`src/rtl/core/assert_macros.svh`:
```
// ----------------------------------------------------------------------------
// Assertion macros
// Shared concurrent assertion shorthands; clock clk, reset arst_n.
// ----------------------------------------------------------------------------
`ifndef ASSERT_MACROS_SVH
`define ASSERT_MACROS_SVH

// Property must hold at every edge outside reset.
`define TCCW_ASSERT(label, prop, msg) \
	label: assert property (@(posedge clk) disable iff (!arst_n) prop) else $error(msg);

// Condition must never be seen outside reset.
`define TCCW_NEVER(label, cond, msg) \
	label: assert property (@(posedge clk) disable iff (!arst_n) !(cond)) else $error(msg);

`endif

```
`src/rtl/core/tccw_pkg.sv`:
```
// ----------------------------------------------------------------------------
// tccw_pkg
// Types and constants shared by the text console character writer.
// ----------------------------------------------------------------------------
package tccw_pkg;

	localparam int COLUMNS    = 80;
	localparam int ROWS       = 25;
	localparam int CELL_COUNT = COLUMNS * ROWS;
	localparam int COPY_N     = COLUMNS * (ROWS - 1);
	localparam int CELL_AW    = $clog2(CELL_COUNT);
	localparam int CNT_W      = $clog2(CELL_COUNT + 1);
	localparam int COL_W      = $clog2(COLUMNS);
	localparam int ROW_W      = $clog2(ROWS);

	localparam logic [7:0]  CH_BS     = 8'h08;
	localparam logic [7:0]  CH_LF     = 8'h0A;
	localparam logic [7:0]  CH_CR     = 8'h0D;
	localparam logic [7:0]  CH_SPACE  = 8'h20;
	localparam logic [7:0]  CH_TILDE  = 8'h7E;
	localparam logic [15:0] CELL_RESET = 16'h0F20;

	typedef enum logic [1:0] {
		CMD_WRITE = 2'd0,
		CMD_READ  = 2'd1,
		CMD_CLEAR = 2'd2,
		CMD_NONE  = 2'd3
	} tccw_cmd_t;

	typedef enum logic [1:0] {
		CFG_TEXT  = 2'd0,
		CFG_BACK  = 2'd1,
		CFG_BLINK = 2'd2
	} tccw_cfg_idx_t;

	typedef enum logic [1:0] {
		BK_INIT,
		BK_IDLE,
		BK_READ,
		BK_WALK
	} tccw_bk_state_t;

	typedef struct packed {
		tccw_cmd_t   command;
		logic [7:0]  char_code;
		logic [10:0] cell_address;
	} tccw_item_t;

	typedef struct packed {
		logic [6:0]  cursor_column;
		logic [4:0]  cursor_row;
		logic [15:0] read_data;
		logic        scrolled;
	} tccw_result_t;

	// Classified operation handed from front to back.
	typedef struct packed {
		logic               wr_en;
		logic [CELL_AW-1:0] wr_addr;
		logic [15:0]        wr_data;
		logic               read;
		logic               rd_valid;
		logic [CELL_AW-1:0] rd_addr;
		logic               clear;
		logic               scroll;
		logic [15:0]        fill;
		logic [COL_W-1:0]   col;
		logic [ROW_W-1:0]   row;
	} tccw_op_t;

	typedef struct packed {
		logic init_busy;
	} tccw_status_t;

endpackage

```
`src/rtl/core/tccw_front.sv`:
```
// ----------------------------------------------------------------------------
// tccw_front
// Holds the configuration and cursor, classifies each command into an op.
// ----------------------------------------------------------------------------
module tccw_front (
	input  logic                  clk,
	input  logic                  arst_n,
	input  logic                  cfg_wen,
	input  logic [1:0]            cfg_index,
	input  logic [3:0]            cfg_data,
	input  logic                  accept,
	input  tccw_pkg::tccw_item_t  item,
	output tccw_pkg::tccw_op_t    op
);
	import tccw_pkg::*;

	logic [3:0]         text_q;
	logic [2:0]         back_q;
	logic               blink_q;
	logic [COL_W-1:0]   col_q, col_d;
	logic [ROW_W-1:0]   row_q, row_d;
	logic [CELL_AW-1:0] pos;
	logic               last_col, last_row;
	logic [15:0]        fill;
	logic [7:0]         c;

	always_ff @(posedge clk or negedge arst_n) begin
		if (!arst_n) begin
			text_q  <= 4'hF;
			back_q  <= 3'd0;
			blink_q <= 1'b0;
		end else if (cfg_wen) begin
			unique case (tccw_cfg_idx_t'(cfg_index))
				CFG_TEXT:  text_q  <= cfg_data;
				CFG_BACK:  back_q  <= cfg_data[2:0];
				CFG_BLINK: blink_q <= cfg_data[0];
				default: ;
			endcase
		end
	end

	always_ff @(posedge clk or negedge arst_n) begin
		if (!arst_n) begin
			col_q <= '0;
			row_q <= '0;
		end else if (accept) begin
			col_q <= col_d;
			row_q <= row_d;
		end
	end

	assign c        = item.char_code;
	assign fill     = {blink_q, back_q, text_q, CH_SPACE};
	assign pos      = CELL_AW'(row_q * COLUMNS) + CELL_AW'(col_q);
	assign last_col = (col_q == COL_W'(COLUMNS - 1));
	assign last_row = (row_q == ROW_W'(ROWS - 1));

	always_comb begin
		col_d = col_q;
		row_d = row_q;
		op    = '0;
		op.fill = fill;
		unique case (item.command)
			CMD_WRITE: begin
				priority if (c == CH_CR) begin
					col_d = '0;
				end else if (c == CH_LF) begin
					col_d = '0;
					if (last_row) op.scroll = 1'b1;
					else row_d = row_q + 1'b1;
				end else if (c == CH_BS) begin
					op.wr_en   = 1'b1;
					op.wr_addr = (pos == '0) ? '0 : pos - 1'b1;
					op.wr_data = fill;
					if (col_q != '0) begin
						col_d = col_q - 1'b1;
					end else if (row_q != '0) begin
						row_d = row_q - 1'b1;
						col_d = COL_W'(COLUMNS - 1);
					end
				end else if (c >= CH_SPACE && c <= CH_TILDE) begin
					op.wr_en   = 1'b1;
					op.wr_addr = pos;
					op.wr_data = {1'b0, back_q, text_q, c};
					if (last_col) begin
						col_d = '0;
						if (last_row) op.scroll = 1'b1;
						else row_d = row_q + 1'b1;
					end else begin
						col_d = col_q + 1'b1;
					end
				end
			end
			CMD_READ: begin
				op.read     = 1'b1;
				op.rd_valid = (32'(item.cell_address) < CELL_COUNT);
				op.rd_addr  = CELL_AW'(item.cell_address);
			end
			CMD_CLEAR: begin
				op.clear = 1'b1;
				col_d    = '0;
				row_d    = '0;
			end
			CMD_NONE: ;
			default: ;
		endcase
		op.col = col_d;
		op.row = row_d;
	end

endmodule

```
`config.mk`:
```
export PLATFORM = sky130hd
export DESIGN_NAME = tccw_front
export DESIGN_NICKNAME = d
export VERILOG_FILES = /design/src/rtl/core/assert_macros.svh /design/src/rtl/core/tccw_pkg.sv /design/src/rtl/core/tccw_front.sv
export SDC_FILE = /design/constraint.sdc
export NUM_CORES = 1
export LEC_CHECK = 0
export BUFFER_PORTS_ARGS = -buffer_cell sky130_fd_sc_hd__buf_2
export CAP_MARGIN = 20
export CORE_MARGIN = 5
export CORE_UTILIZATION = 41
export DETAILED_ROUTE_END_ITERATION = 12
export GPL_ROUTABILITY_DRIVEN = 1
export PLACE_DENSITY_LB_ADDON = 0.1
export SETUP_SLACK_MARGIN = 0.3
export SLEW_MARGIN = 20
export SYNTH_ARGS = -nofsm -noshare
export SYNTH_HDL_FRONTEND = slang
export SYNTH_SLANG_ARGS = --single-unit
```
`constraint.sdc`:
```
create_clock -name clk -period 3.6 [get_ports clk]
set_clock_uncertainty 0.2 [all_clocks]
set_input_delay 0.18 -clock clk [delete_from_list [all_inputs] [get_ports clk]]
set_output_delay 0.18 -clock clk [all_outputs]
set_load 0.005 [all_outputs]
```
## Word level (Yosys, flattened, before mapping)

Index checks and enable logic that the tools add are counted.

- Logic and storage cells: 65
- Bits of input ports: 31
- Flip-flop bits (word level): 20
- Output and inout port bits: 71

- Add/subtract/negate cells: 6
- Reductions and logical operators: 9
- $mul: 1
- $lt $le $gt $ge: 3
- Equal/unequal tests: 9
- Mux-type cells: 32

Operators with widths:

| operator | count |
|---|---|
| 28-bit 2-to-1 mux | 5 |
| 7-bit 2-to-1 mux | 7 |
| 5-bit 2-to-1 mux | 8 |
| 8-bit by 4-bit == test with 1-bit output, second input constant | 3 |
| 7-bit one-hot mux with 2 select lines | 1 |
| 13-bit 2-to-1 mux | 1 |
| 11-bit by 7-bit adder with 11-bit output | 1 |
| 11-bit logical NOT | 1 |
| 11-bit less-than comparator, second input constant | 1 |
| 11-bit 2-to-1 mux | 1 |
| 11-bit by 1-bit subtractor with 11-bit output, second input constant | 1 |
| 5-bit one-hot mux with 2 select lines | 1 |
| 8-bit by 6-bit >= comparator with 1-bit output, second input constant | 1 |
| 8-bit by 7-bit <= comparator with 1-bit output, second input constant | 1 |
| 1-bit 2-to-1 mux | 8 |
| 7-bit by 1-bit adder with 7-bit output, second input constant | 1 |
| 7-bit == test, second input constant | 1 |
| 5-bit by 3-bit multiplier with 7-bit output, second input constant | 1 |
| 7-bit nonzero test | 1 |
| 7-bit by 1-bit subtractor with 7-bit output, second input constant | 1 |
| 2-bit AND reduction | 3 |
| 5-bit by 1-bit adder with 5-bit output, second input constant | 1 |
| 5-bit == test, second input constant | 1 |
| 5-bit nonzero test | 1 |
| 5 further kinds | 8 |

## Logic depth before layout (Yosys ltp)

- Depth in word-level cells: 8
- Mapped depth: 10
- Mapped depth without buffers: 9

## Worst setup path after synthesis

OpenSTA, ideal clock, no wires.

- Kind: register to output
- Start: register row_q[1]
- End: output port op[64] in the netlist's numbering
- Cell stages (with the launch flop): 10
- Arrival time: 2.993 ns
- Slack: 0.227 ns
- Required time: 3.220 ns
- Buffers on the path: 1
- Path through: dfrtp_1 -> ha_1 -> ha_1 -> fa_1 -> clkbuf_1 -> and4_1 -> xnor3_1 -> a211oi_4 -> or4_1 -> a21oi_1

RTL lines:

| what | line | source |
|---|---|---|
| from (decl) | tccw_front.sv:21 | `logic [ROW_W-1:0] row_q, row_d;` |
| from (signal assigned) | tccw_front.sv:48 | `row_q <= row_d;` |
| to (decl) | tccw_front.sv:13 | `output tccw_pkg::tccw_op_t op` |

==> run metrics <==
outcome=complete, no violations; fmax=287 MHz; Crit Path Class=reg -> out; Iter 0 DRT Violations=291; crit start category=register; post-synthesis sequential area ratio=0.179; post-synthesis instance area=0.00282 mm^2; worst path required time=3220 ps; Port-buffer cells=92; placed cell area=0.00332 mm^2; HPWL after detailed placement=6730 um; Fin Hold WS=75.0 ps; first-pass GRT wire length=14600 um; cts bufs inserted=3; EDFF count, synth=0; clock-pin slew on the worst setup and hold paths=90 ps; Top FF cell, synth=dfrtp_1; Worst-Skew Late Latency=270 ps; Via Count=3163; Final setup viols=0; largest cells by area after synthesis=dfrtp_1, ha_1, and2_1; Worst Tran Pin Value=731 ps; GRT Util Overall=0.208; layout cells sized above 1=0.346; num ports=102; drt via density=5.87; top cell type's share of synthesized area=0.142; power per cell area=325 mW/mm^2; # DRC=0; total core area=0.00676 mm^2; # diodes=0; fillers=631; Post-DRT Antenna Nets=0; final net count=509; Critical Path AT=3100 ps; Leak=1.78 nW; routed len/inst=16.9 um; biggest area consumer among synthesized cells=dfrtp_1; Post-synth top cells=nand2_1, clkbuf_1, nor2_1; die area=0.00864 mm^2; Slew Viols, Final=0; setup TNS=0 ps; initial antenna violation count=0; crit-path max FO=5; Final period util=0.967; Mapped Cells=365; Syn Area/Cell=7.73 um^2; cell with the most instances after synthesis=nand2_1; number of global-route vias before repair=2968; RSZ-0062 raised after global routing=true; H-tree levels=1; clock root buffer=clkbuf_8; final WL=9100 um; num rows=30; Pre-antenna DRT Iters=4; die height=92.9 um; # clock sinks=20; CTS tree=done; Tmin final=3480 ps; worst hold path type=in -> reg; Placer Congestion=0.857; Final Cell Area=0.00360 mm^2; final hold vios=0; Worst VDD drop=0.158 mV; Yosys Warn Count=0; die width=92.9 um; CTS Buffer Depth=2; largest net degree at the start of global routing=21; slew margin rel.=0.512; Area growth syn-to-layout=27.6%; Starting Density=0.417; reg2reg setup slack=890 ps; CP endpoint kind=output pin; max cap viols=0; Synth Register Bits=20; library cells used by synthesis=70; asr flop ratio synth=1.00; Remaining Overflow, GRT=0
==> worst max-delay path, stage by stage (launching register included) <==
cell and delay [ps]:
dfrtp_1 390, ha_1 290, ha_2 190, fa_2 350, xor2_2 170, buf_4 150
nor2_1 70, or4b_4 490, a211oi_4 270, buf_6 150, or3_1 100, a21oi_1 60
buf_2 150
==> power by group <==
| group | switching, mW | internal (mW) | total [mW] |
|---|---|---|---|
| Clock | 0.0908 | 0.0978 | 0.189 |
| Combinational | 0.378 | 0.318 | 0.696 |
| Sequential | 0.0252 | 0.260 | 0.286 |
| Total | 0.494 | 0.676 | 1.17 |
==> sequential cells by signal, summed over array words and instances, names as in the netlist <==
| signal | flops |
|---|---|
| col_q | 7 |
| text_q | 4 |
| back_q | 3 |
| blink_q | 1 |
| row_q | 5 |
==> area by class of cell <==
type | count | area (um^2) | area share
Timing Repair Buffer | 118 | 669 | 0.186
Multi-Input combinational cell | 311 | 2250 | 0.624
Inverter | 6 | 22.5 | 0.00626
Sequential cell | 20 | 505 | 0.140
Clock buffer | 4 | 55.1 | 0.0153
Tap cell | 80 | 100 | 0.0278
==> metal layers <==
metal | track usage | share of wire | vias up
li1 | - | - | 1523
met1 | 0.276 | 0.44 | 1487
met2 | 0.362 | 0.48 | 144
met3 | 0.0276 | 0.074 | 9
met4 | 0.0379 | 0.0090 | 0
met5 | 0 | 0 | -
==> metrics by stage <==
| stage | total power, mW | utilization | setup WS (ps) | cells |
|---|---|---|---|---|
| 2_1_floorplan | 0.699 | - | 323 | 372 |
| 3_3_place_gp | 0.873 | 0.491 | 208 | 520 |
| 3_5_place_dp | 0.876 | 0.491 | 196 | 520 |
| 4_1_cts | 1.13 | 0.522 | 85.7 | 536 |
| 5_1_grt | 1.26 | 0.533 | 13.0 | 539 |
| 6_report | 1.17 | 0.533 | 120 | 539 |
==> cells in the final DEF (no fill, tap or decap), drive strengths merged, types with 9 or more instances in the layout <==
master,count
buf,113
nand2,34
o21ai,26
nor2,23
and2,20
a21oi,17
dfrtp,16
ha,16
nand3,14
and3,13
mux2,9
conb,9
==> final timing paths <==
check                                           start                     to  depth (start not counted)
worst max-delay path             row_q[3]$_DFFE_PN0P_                 op[65]                         12
worst min-delay path                          cfg_wen    blink_q$_DFFE_PN0P_                          3
worst max register to register   row_q[1]$_DFFE_PN0P_   row_q[1]$_DFFE_PN0P_                          8
min in group asynchronous                      arst_n   col_q[2]$_DFFE_PN0P_                          2
worst min register to register  back_q[2]$_DFFE_PN0P_  back_q[2]$_DFFE_PN0P_                          1
max in group asynchronous                      arst_n  text_q[1]$_DFFE_PN1P_                          2
==> logic make-up after synthesis <==
family	count (synthesis)	synth area share
adder cells (fa/ha/maj)	18	0.0852
AND/OR/NAND/NOR	160	0.325
buffers and inverters	41	0.0683
AO/OA/AOI/OAI	95	0.235
XOR/XNOR	16	0.0546
flip-flops	20	0.179
multiplexers	13	0.0501
other	2	0.00266
==> what timing repair did <==
item                                    in CTS  in global routing
hold endpoints to repair                    24                  0
buffers inserted                             6                  3
pin swaps                                    9                  7
endpoints found under the setup margin      11                 15
gates resized for setup                     11                 10
hold buffers                                 5                  0
gates cloned                                 1                  0
(Power assumes the default switching activity.)
