<file path="src/rtl/core/assert_macros.svh">
// ----------------------------------------------------------------------------
// Assertion macros
// Shared concurrent assertion shorthands; clock clk, reset arst_n.
// ----------------------------------------------------------------------------
`ifndef ASSERT_MACROS_SVH
`define ASSERT_MACROS_SVH

// Property must hold at every edge outside reset.
`define TCCW_ASSERT(label, prop, msg) \
	label: assert property (@(posedge clk) disable iff (!arst_n) prop) else $error(msg);

// Condition must never be seen outside reset.
`define TCCW_NEVER(label, cond, msg) \
	label: assert property (@(posedge clk) disable iff (!arst_n) !(cond)) else $error(msg);

`endif

</file>
<file path="src/rtl/core/tccw_pkg.sv">
// ----------------------------------------------------------------------------
// tccw_pkg
// Types and constants shared by the text console character writer.
// ----------------------------------------------------------------------------
package tccw_pkg;

	localparam int COLUMNS    = 80;
	localparam int ROWS       = 25;
	localparam int CELL_COUNT = COLUMNS * ROWS;
	localparam int COPY_N     = COLUMNS * (ROWS - 1);
	localparam int CELL_AW    = $clog2(CELL_COUNT);
	localparam int CNT_W      = $clog2(CELL_COUNT + 1);
	localparam int COL_W      = $clog2(COLUMNS);
	localparam int ROW_W      = $clog2(ROWS);

	localparam logic [7:0]  CH_BS     = 8'h08;
	localparam logic [7:0]  CH_LF     = 8'h0A;
	localparam logic [7:0]  CH_CR     = 8'h0D;
	localparam logic [7:0]  CH_SPACE  = 8'h20;
	localparam logic [7:0]  CH_TILDE  = 8'h7E;
	localparam logic [15:0] CELL_RESET = 16'h0F20;

	typedef enum logic [1:0] {
		CMD_WRITE = 2'd0,
		CMD_READ  = 2'd1,
		CMD_CLEAR = 2'd2,
		CMD_NONE  = 2'd3
	} tccw_cmd_t;

	typedef enum logic [1:0] {
		CFG_TEXT  = 2'd0,
		CFG_BACK  = 2'd1,
		CFG_BLINK = 2'd2
	} tccw_cfg_idx_t;

	typedef enum logic [1:0] {
		BK_INIT,
		BK_IDLE,
		BK_READ,
		BK_WALK
	} tccw_bk_state_t;

	typedef struct packed {
		tccw_cmd_t   command;
		logic [7:0]  char_code;
		logic [10:0] cell_address;
	} tccw_item_t;

	typedef struct packed {
		logic [6:0]  cursor_column;
		logic [4:0]  cursor_row;
		logic [15:0] read_data;
		logic        scrolled;
	} tccw_result_t;

	// Classified operation handed from front to back.
	typedef struct packed {
		logic               wr_en;
		logic [CELL_AW-1:0] wr_addr;
		logic [15:0]        wr_data;
		logic               read;
		logic               rd_valid;
		logic [CELL_AW-1:0] rd_addr;
		logic               clear;
		logic               scroll;
		logic [15:0]        fill;
		logic [COL_W-1:0]   col;
		logic [ROW_W-1:0]   row;
	} tccw_op_t;

	typedef struct packed {
		logic init_busy;
	} tccw_status_t;

endpackage

</file>
<file path="src/rtl/core/tccw_op_queue.sv">
// ----------------------------------------------------------------------------
// tccw_op_queue
// Two-entry queue of classified ops between front and back.
// ----------------------------------------------------------------------------
module tccw_op_queue (
	input  logic               clk,
	input  logic               arst_n,
	input  logic               push,
	input  tccw_pkg::tccw_op_t push_op,
	input  logic               pop,
	output tccw_pkg::tccw_op_t head,
	output logic               empty,
	output logic               full
);
	import tccw_pkg::*;

	tccw_op_t   slot_q [2];
	logic       wr_ptr_q, rd_ptr_q;
	logic [1:0] count_q;
	logic       do_push, do_pop;

	assign empty   = (count_q == 2'd0);
	assign full    = (count_q == 2'd2);
	assign do_push = push && !full;
	assign do_pop  = pop && !empty;
	assign head    = slot_q[rd_ptr_q];

	always_ff @(posedge clk) begin
		if (do_push) slot_q[wr_ptr_q] <= push_op;
	end

	always_ff @(posedge clk or negedge arst_n) begin
		if (!arst_n) begin
			wr_ptr_q <= 1'b0;
			rd_ptr_q <= 1'b0;
			count_q  <= 2'd0;
		end else begin
			if (do_push) wr_ptr_q <= ~wr_ptr_q;
			if (do_pop)  rd_ptr_q <= ~rd_ptr_q;
			count_q <= count_q + {1'b0, do_push} - {1'b0, do_pop};
		end
	end

endmodule

</file>
<file path="config.mk">
export PLATFORM = sky130hd
export DESIGN_NAME = tccw_op_queue
export DESIGN_NICKNAME = d
export VERILOG_FILES = /design/src/rtl/core/assert_macros.svh /design/src/rtl/core/tccw_pkg.sv /design/src/rtl/core/tccw_op_queue.sv
export SDC_FILE = /design/constraint.sdc
export NUM_CORES = 1
export LEC_CHECK = 0
export BUFFER_PORTS_ARGS = -buffer_cell sky130_fd_sc_hd__buf_2
export CORE_MARGIN = 1
export CORE_UTILIZATION = 50
export DETAILED_ROUTE_END_ITERATION = 6
export HOLD_SLACK_MARGIN = 0.15
export PLACE_DENSITY = 0.76
export SLEW_MARGIN = 10
export SYNTH_ARGS = -nofsm -noshare
export SYNTH_HDL_FRONTEND = slang
export SYNTH_SLANG_ARGS = --single-unit
</file>
<file path="constraint.sdc">
create_clock -name clk -period 6.88 [get_ports clk]
set_input_delay 0.688 -clock clk [delete_from_list [all_inputs] [get_ports clk]]
set_output_delay 0.688 -clock clk [all_outputs]
set_load 0.02 [all_outputs]
</file>
# Word-level counts from Yosys, hierarchy flattened
# Memory sizes are Yosys's and may differ from the RTL's.
# Index checks and enable logic that the tools add are counted.
dict set report word_totals {
  ff_bits 4
  mem_bits_rw 142
  inputBits 75
  out_inout_bits 73
  elab_cells 16
  mem_count 1
}
dict set report op_classes {
  add_sub_neg 2
  eq_ne 1
  mux 2
  bitwise_logic 2
  reduce_logical 5
}
# name depth width read_ports rd_clocked_by_memory_dff wr line_no
set memory_table {}
lappend memory_table {slot_q 2 71 1 0 1 tccw_op_queue.sv:17} ;# tccw_op_t slot_q [2];
# op n
set op_table {}
lappend op_table {{$add A2 B1 Y2} 1}
lappend op_table {{$eq A2 B2 Y1 const B} 1}
lappend op_table {{$logic_and A1 B1 Y1} 2}
lappend op_table {{$logic_not A1 Y1} 2}
lappend op_table {{$logic_not A2 Y1} 1}
lappend op_table {{$mux W1} 2}
lappend op_table {{$not A1 Y1} 2}
lappend op_table {{$sub A2 B1 Y2} 1}

# Longest topological paths before layout
# Gate-level depths: netlist (run 1).
dict set report depth {
  word_depth 5
  mapped_depth 7
  ltp_nobuf 7
}

# Least setup slack after synthesis (run 1)
# No wires, ideal clock.
dict set report synth_path {
  path_kind {in2reg}
  from {input port push}
  to {memory slot_q[0][0] in the netlist's numbering (enable)}
  setup_ns 0.500
  arrival_ns 3.747
  path_slack_ns 2.632
  cell_stages 2
  path_cell_list {nand2_1 > nor2_1}
}
dict set report synth_via {
  elab_chain_cells 3
}
# item line_no
set synth_lines {}
lappend synth_lines {{from (decl)} tccw_op_queue.sv:8} ;# input logic push,
lappend synth_lines {{$logic_and A1 B1 Y1} tccw_op_queue.sv:24} ;# assign do_push = push && !full;
lappend synth_lines {{$mux W1} tccw_op_queue.sv:29} ;# if (do_push) slot_q[wr_ptr_q] <= push_op;
lappend synth_lines {{$mux W1 (not written as such)} tccw_op_queue.sv:29}
lappend synth_lines {{to (decl)} tccw_op_queue.sv:17}
# Every way passes these cells.

==> impl_metrics.py, run 1 <==
metrics = {
    "synth": {
        "async_reset_ff_frac": 0.0274,
        "synth_top_family_by_area": "multiplexers",
        "synth_most_common_cell": "edfxtp_1",
        "synth-compound-area-share": 0,
        "yosysTopAreaCell": "edfxtp_1",
        "netlist_area_sq_um": 5670,
        "ys_top_cells_by_area": "edfxtp_1, mux2_4, buf_12, dfrtp_1, xnor2_1",
        "synthSimpleGateAreaFrac": 0.00529,
        "synthMuxAreaShare": 0.187,
        "synth_ff_type": "edfxtp_1",
        "yosysUniqueCellTypes": 15,
        "synth.top_cell.area_share": 0.752,
        "synth-xor-area-share": 0.00618,
        "syn-num-nets": 316,
        "ys_ff_latch": 146,
        "seq_area_frac_synth": 0.769,
        "syn_area_per_cell_sq_um": 23.7,
        "syn-instance-count": 239,
        "synthAdderAreaFrac": 0.00441,
        "yosysWarnings": 0,
        "synth_commonest_cells": "edfxtp_1, mux2_4, buf_12, dfrtp_1, xnor2_1",
        "synth_edf_count": 142,
    },
    "setup_path": {
        "cp_max_fo": 44,
        "cp.required_ns": 6.19,
        "cp-start-kind": "flop",
        "worst_ep_arrival_time_ns": 2.52,
        "critPathKind": "reg -> out",
        "crit_path_end_kind": "output pin",
    },
    "detailed_routing": {
        "ant_nets": 0,
        "drtIter0Drc": 122,
        "route.detailed.drc": 0,
        "viasPerCell": 4.89,
        "wire_per_inst_microns": 16.4,
        "num_vias": 2687,
        "routed_wl_microns": 9030,
        "dr.pass1.iters": 4,
    },
    "floorplan": {
        "die_h_microns": 109,
        "rows": 38,
        "die_w_microns": 109,
        "core_area_sq_um": 10900,
        "start_util": 0.519,
        "die_area_sq_um": 11800,
        "io_pins": 148,
    },
    "power": {
        "finalPower_mw": 3.13,
        "power_frac_comb": 0.337,
        "ir_drop_mv": 0.310,
        "p_per_area_nw_per_um2": 450,
        "sequentialPowerShare": 0.422,
        "intPower_mw": 2.15,
        "leakage_nw": 2.83,
        "p_sw_mw": 0.980,
        "sw_frac_of_total": 0.313,
        "p_clk_frac": 0.241,
    },
    "global_routing": {
        "grt_pass1_vias": 2721,
        "antenna_found_initial": 0,
        "grt_usage": 0.160,
        "grt_pass1_wl_microns": 13400,
        "grt_max_degree": 72,
        "grt-ovfl-total": 0,
    },
    "flow_run": {
        "cap_violations": 0,
    },
    "timing": {
        "max_slew_margin": 0.345,
        "rsz0062_at_grt": "false",
        "setup-tns-final_ns": 0,
        "period_needed_ns": 3.21,
        "clock_skew_ns": 0.00655,
        "timing.fmax_mhz": 312,
        "finalSetupViolations": 0,
        "worst_pin_slew_ns": 0.982,
        "period_share": 0.466,
        "hold_viol": 0,
        "slew_viol_final": 0,
    },
    "placed_design": {
        "dp_hpwl_microns": 5870,
        "placed_area_sq_um": 6460,
        "gp_congestion": 0.649,
        "post-place-cells": 520,
        "port_buffers": 147,
    },
    "clocking": {
        "clk_path_buf_depth": 2,
        "cts_made_buffers": 17,
        "root_buffer": "clkbuf_16",
        "cts_max_level": 4,
        "clk-insertion-delay-late_ns": 0.40,
        "clk_pin_slew_ns": 0.06,
        "tritoncts": "yes",
        "cts_resized": 0,
        "cts_num_sinks": 146,
    },
    "outcome": {
        "outcome": "finished clean",
    },
    "final_layout": {
        "area_delta_synth_final_pct": 22.6,
        "drive_above_1_share": 0.602,
        "design_area_sq_um": 6950,
        "fin_util": 0.636,
        "instances_no_fill": 550,
        "final_nets": 477,
        "fillers": 796,
        "num_antenna_cells": 0,
    },
    "min_path": {
        "hp-class": "in -> reg",
    },
}
registers in the layout (all words and copies together), names as in the netlist:
register / flops
count_q: 2
wr_ptr_q: 1
rd_ptr_q: 1
slot_q: 142
path summary, 6_finish.rpt:
check                                     startpoint                 endpoint  slack, ns  depth (start not counted)
worst max-delay path            rd_ptr_q$_DFFE_PN0P_                  head[0]       3.67                          3
worst min-delay path                     push_op[67]  slot_q[0][67]$_DFFE_PP_       0.47                          1
worst max register to register  count_q[1]$_DFF_PN0_  slot_q[0][62]$_DFFE_PP_       4.46                          4
worst min register to register  count_q[1]$_DFF_PN0_     count_q[1]$_DFF_PN0_       0.51                          1
max in group asynchronous                     arst_n     rd_ptr_q$_DFFE_PN0P_       6.13                          2
min in group asynchronous                     arst_n     count_q[0]$_DFF_PN0_       0.61                          2
metal layers:
layer | global-route usage | vias up | part of all wire
met5 | 0 | - | 0
met4 | 0.0666 | 0 | 0.010
met3 | 0.0573 | 9 | 0.064
met2 | 0.266 | 105 | 0.51
met1 | 0.188 | 1310 | 0.41
li1 | - | 1263 | -
power groups by stage:
stage                     registers (mW)  clock network, mW  logic, mW
after floorplan                     1.29                  0      0.914
after global placement              1.33                  0       1.06
after detailed placement            1.34                  0       1.07
after CTS                           1.33              0.778       1.07
after global routing                1.34              0.812       1.13
final                               1.32              0.756       1.05
cell type report:
cell class	instances	area [sq um]	area share
repair buffers	150	761	0.109
flip-flops and latches	146	4370	0.628
multi-input cells	83	1160	0.167
clock buffers	20	437	0.0628
inverters	2	7.51	0.00108
well taps	140	175	0.0252
clock inverters	9	45.0	0.00648
cells by family (layout without fill, tap and decap cells):
| group | after synthesis | count (layout) |
|---|---|---|
| buffers and inverters | 10 | 181 |
| AND/OR/NAND/NOR | 6 | 6 |
| XOR/XNOR | 4 | 4 |
| adder cells (fa/ha/maj) | 2 | 2 |
| multiplexers | 71 | 71 |
| flip-flops | 146 | 146 |
what timing repair did:
| item | CTS | global route |
|---|---|---|
| hold buffers | 1 | 0 |
| endpoints found under the setup margin | 0 | 0 |
| endpoints found under the hold margin | 4 | 0 |
| buffers inserted | 0 | 0 |
critical path, stage by stage (launching register included):
cell and delay, ns:
dfrtp_4 0.78, buf_4 0.73, mux2_2 0.40, buf_2 0.15
metrics by stage:
step | hold slack (ns) | setup slack [ns]
2_1_floorplan | 0.392 | 2.63
3_3_place_gp | 0.488 | 4.08
3_5_place_dp | 0.503 | 4.05
4_1_cts | 0.451 | 3.60
5_1_grt | 0.449 | 3.55
6_report | 0.473 | 3.67
layout by cell type, fill, tap and decap left out:
cell type / Yosys / routed
buf_2: 0 / 147
inv_1: 2 / 2
nor2_1: 2 / 1
nand2b_1: 1 / 1
mux2_4: 69 / 69
clkbuf_16: 0 / 17
xnor2_1: 3 / 3
edfxtp_1: 142 / 142
dlygate4sd3_1: 0 / 1
mux2_2: 2 / 2
buf_4: 0 / 2
and3_4: 0 / 1
nand2_1: 1 / 1
clkbuf_1: 0 / 3
clkinv_2: 0 / 6
nor2_4: 0 / 1
nor2b_1: 1 / 1
dfrtp_4: 0 / 1
dfrtp_1: 4 / 3
clkinv_1: 0 / 2
clkinvlp_4: 0 / 1
xor2_1: 1 / 1
ha_1: 2 / 2
Power figures use the tool's default switching activity.
==> inputs of run 2 (changes only) <==
ABC_AREA = 1   (was unset)
CORE_UTILIZATION = 47   (was 50)
clock period = 2.65 ns   (was 6.88 ns; I/O delays follow)
==> run 2 against run 1 <==
Compared with the run above: largest cell class unchanged; via count is 36% higher; combinational power grew to 2.7 times the previous value; hold slack worse by 0.28 ns.
==> impl_metrics.py, run 2 <==
metrics = {
    "timing": {
        "period_share": 0.723,
        "setup_slack_ns": 0.734,
        "hold_viol": 0,
        "setup-tns-final_ns": 0,
        "clock_skew_ns": 0.00671,
        "max_slew_margin": 0.606,
        "finalSetupViolations": 0,
        "period_needed_ns": 1.92,
        "rsz0062_at_grt": "false",
        "worst_pin_slew_ns": 0.591,
        "timing.fmax_mhz": 522,
        "slew_viol_final": 0,
    },
    "synth": {
        "syn-num-nets": 481,
        "yosysTopAreaCell": "edfxtp_1",
        "syn-instance-count": 404,
        "synth_edf_count": 142,
        "yosysWarnings": 0,
        "ys_top_cells_by_area": "edfxtp_1, nand2_1, dfrtp_1, buf_6, inv_1",
        "ys_ff_latch": 146,
        "netlist_area_sq_um": 5430,
        "synth.top_cell.area_share": 0.785,
        "yosysUniqueCellTypes": 11,
        "async_reset_ff_frac": 0.0274,
        "synth_ff_type": "edfxtp_1",
        "syn_area_per_cell_sq_um": 13.4,
        "synth_commonest_cells": "nand2_1, edfxtp_1, inv_1, buf_6, buf_2",
        "synth_most_common_cell": "nand2_1",
        "seq_area_frac_synth": 0.804,
    },
    "clocking": {
        "cts_max_level": 4,
        "postCtsSetupRepairBufs": 0,
        "clk_pin_slew_ns": 0.06,
        "tritoncts": "yes",
        "cts_made_buffers": 17,
        "cts_num_sinks": 146,
        "root_buffer": "clkbuf_16",
        "cts_resized": 0,
        "clk_path_buf_depth": 2,
        "cts_hold_buf": 73,
        "clk-insertion-delay-late_ns": 0.40,
    },
    "power": {
        "ir_drop_mv": 0.799,
        "leakage_nw": 3.33,
        "p_per_area_nw_per_um2": 1120,
    },
    "setup_path": {
        "r2r_slack_ns": 0.98,
        "worst_ep_arrival_time_ns": 1.65,
        "critPathKind": "reg -> out",
        "reg2regPathDepth": 5,
        "cp-start-kind": "flop",
        "crit_end": "head[70]",
        "cp.required_ns": 2.38,
        "cp_max_fo": 72,
        "r2r_start": "count_q[0]$_DFF_PN0_",
        "cp-startpoint": "rd_ptr_q$_DFFE_PN0P_",
        "reg2reg_to": "slot_q[1][0]$_DFFE_PP_",
        "crit_path_end_kind": "output pin",
    },
    "final_layout": {
        "num_antenna_cells": 0,
        "top_regs": "slot_q: 142 flops, count_q: 2 flops",
        "final_nets": 711,
        "mostFrequentLayoutCells": "nand2_1, buf_2, edfxtp_1, dlygate4sd3_1, clkbuf_16",
        "largest_reg_flops": 142,
        "drive_above_1_share": 0.289,
        "area_delta_synth_final_pct": 40.0,
        "regMostFlops": "slot_q",
        "final_common_cell": "nand2_1",
        "fillers": 745,
    },
    "detailed_routing": {
        "wire_per_inst_microns": 14.0,
        "route.detailed.drc": 0,
        "ant_nets": 0,
        "routed_wl_microns": 11000,
        "num_vias": 3652,
        "drtIter0Drc": 181,
        "dr.pass1.iters": 4,
        "viasPerCell": 4.64,
    },
    "placed_design": {
        "dp_hpwl_microns": 6300,
        "gp_congestion": 0.713,
        "port_buffers": 147,
        "place_ws_ns": 1.01,
    },
    "outcome": {
        "outcome": "finished clean",
    },
    "global_routing": {
        "antenna_found_initial": 0,
        "grt_usage": 0.190,
        "grt_max_degree": 73,
        "grt_pass1_vias": 3558,
        "grt_pass1_wl_microns": 16500,
        "grt-ovfl-total": 0,
    },
    "floorplan": {
        "rows": 38,
        "die_area_sq_um": 12000,
        "die_h_microns": 109,
        "start_util": 0.492,
        "die_w_microns": 109,
        "core_area_sq_um": 11000,
        "io_pins": 148,
    },
    "min_path": {
        "hp-class": "in -> async",
    },
    "flow_run": {
        "cap_violations": 0,
    },
}
run 2: worst max-delay path: stages, from the launching register on:
cell and delay [ns]:
dfrtp_2 0.44, inv_6 0.40, nand2_1 0.12, nand2_1 0.09, buf_2 0.16
run 2: worst min-delay path by stage:
stage / startpoint / to / slack [ns]
2_1_floorplan: arst_n / count_q[0]$_DFF_PN0_ / -0.03
3_3_place_gp: arst_n / count_q[0]$_DFF_PN0_ / 0.08
3_5_place_dp: arst_n / count_q[1]$_DFF_PN0_ / 0.08
4_1_cts: arst_n / count_q[1]$_DFF_PN0_ / 0.18
5_1_grt: arst_n / count_q[1]$_DFF_PN0_ / 0.17
6_report: arst_n / count_q[1]$_DFF_PN0_ / 0.19
run 2: logic make-up after synthesis:
logic type / share of synthesized area
and+or+nand+nor: 0.160
DFF: 0.804
buffers and inverters: 0.0320
adders and majority gates: 0.00461
run 2: metrics by stage:
step | util | hold slack [ns] | cells | power, mW | instance area [sq um]
5_1_grt | 0.689 | 0.171 | 787 | 8.96 | 7600
3_5_place_dp | 0.568 | 0.0775 | 682 | 6.13 | 6270
6_report | 0.689 | 0.188 | 787 | 8.50 | 7600
2_1_floorplan | - | -0.0306 | 404 | 5.27 | 5440
4_1_cts | 0.689 | 0.176 | 787 | 8.56 | 7600
3_3_place_gp | 0.568 | 0.0769 | 682 | 6.06 | 6270
run 2: per-layer routing:
| layer | wire length [microns] | share of wire | global-route usage |
|---|---|---|---|
| met1 | 4500 | 0.41 | 0.219 |
| met2 | 5780 | 0.53 | 0.332 |
| met3 | 615 | 0.056 | 0.0569 |
| met4 | 112 | 0.010 | 0.0752 |
| met5 | 0 | 0 | 0 |
run 2: power by group:
group / internal, mW / switching, mW / total (mW)
sequential: 3.15 / 0.131 / 3.28
clock: 1.51 / 0.834 / 2.34
combinational: 0.830 / 2.04 / 2.87
run 2: final cells by class:
class	instances	area [sq um]	share of cell area
Clock buffer	24	502	0.0660
Clock inverter	8	101	0.0133
Inverter	11	46.3	0.00609
Multi-Input combinational cell	232	900	0.118
Sequential cell	146	4370	0.574
Tap cell	140	175	0.0230
Timing Repair Buffer	226	1510	0.199
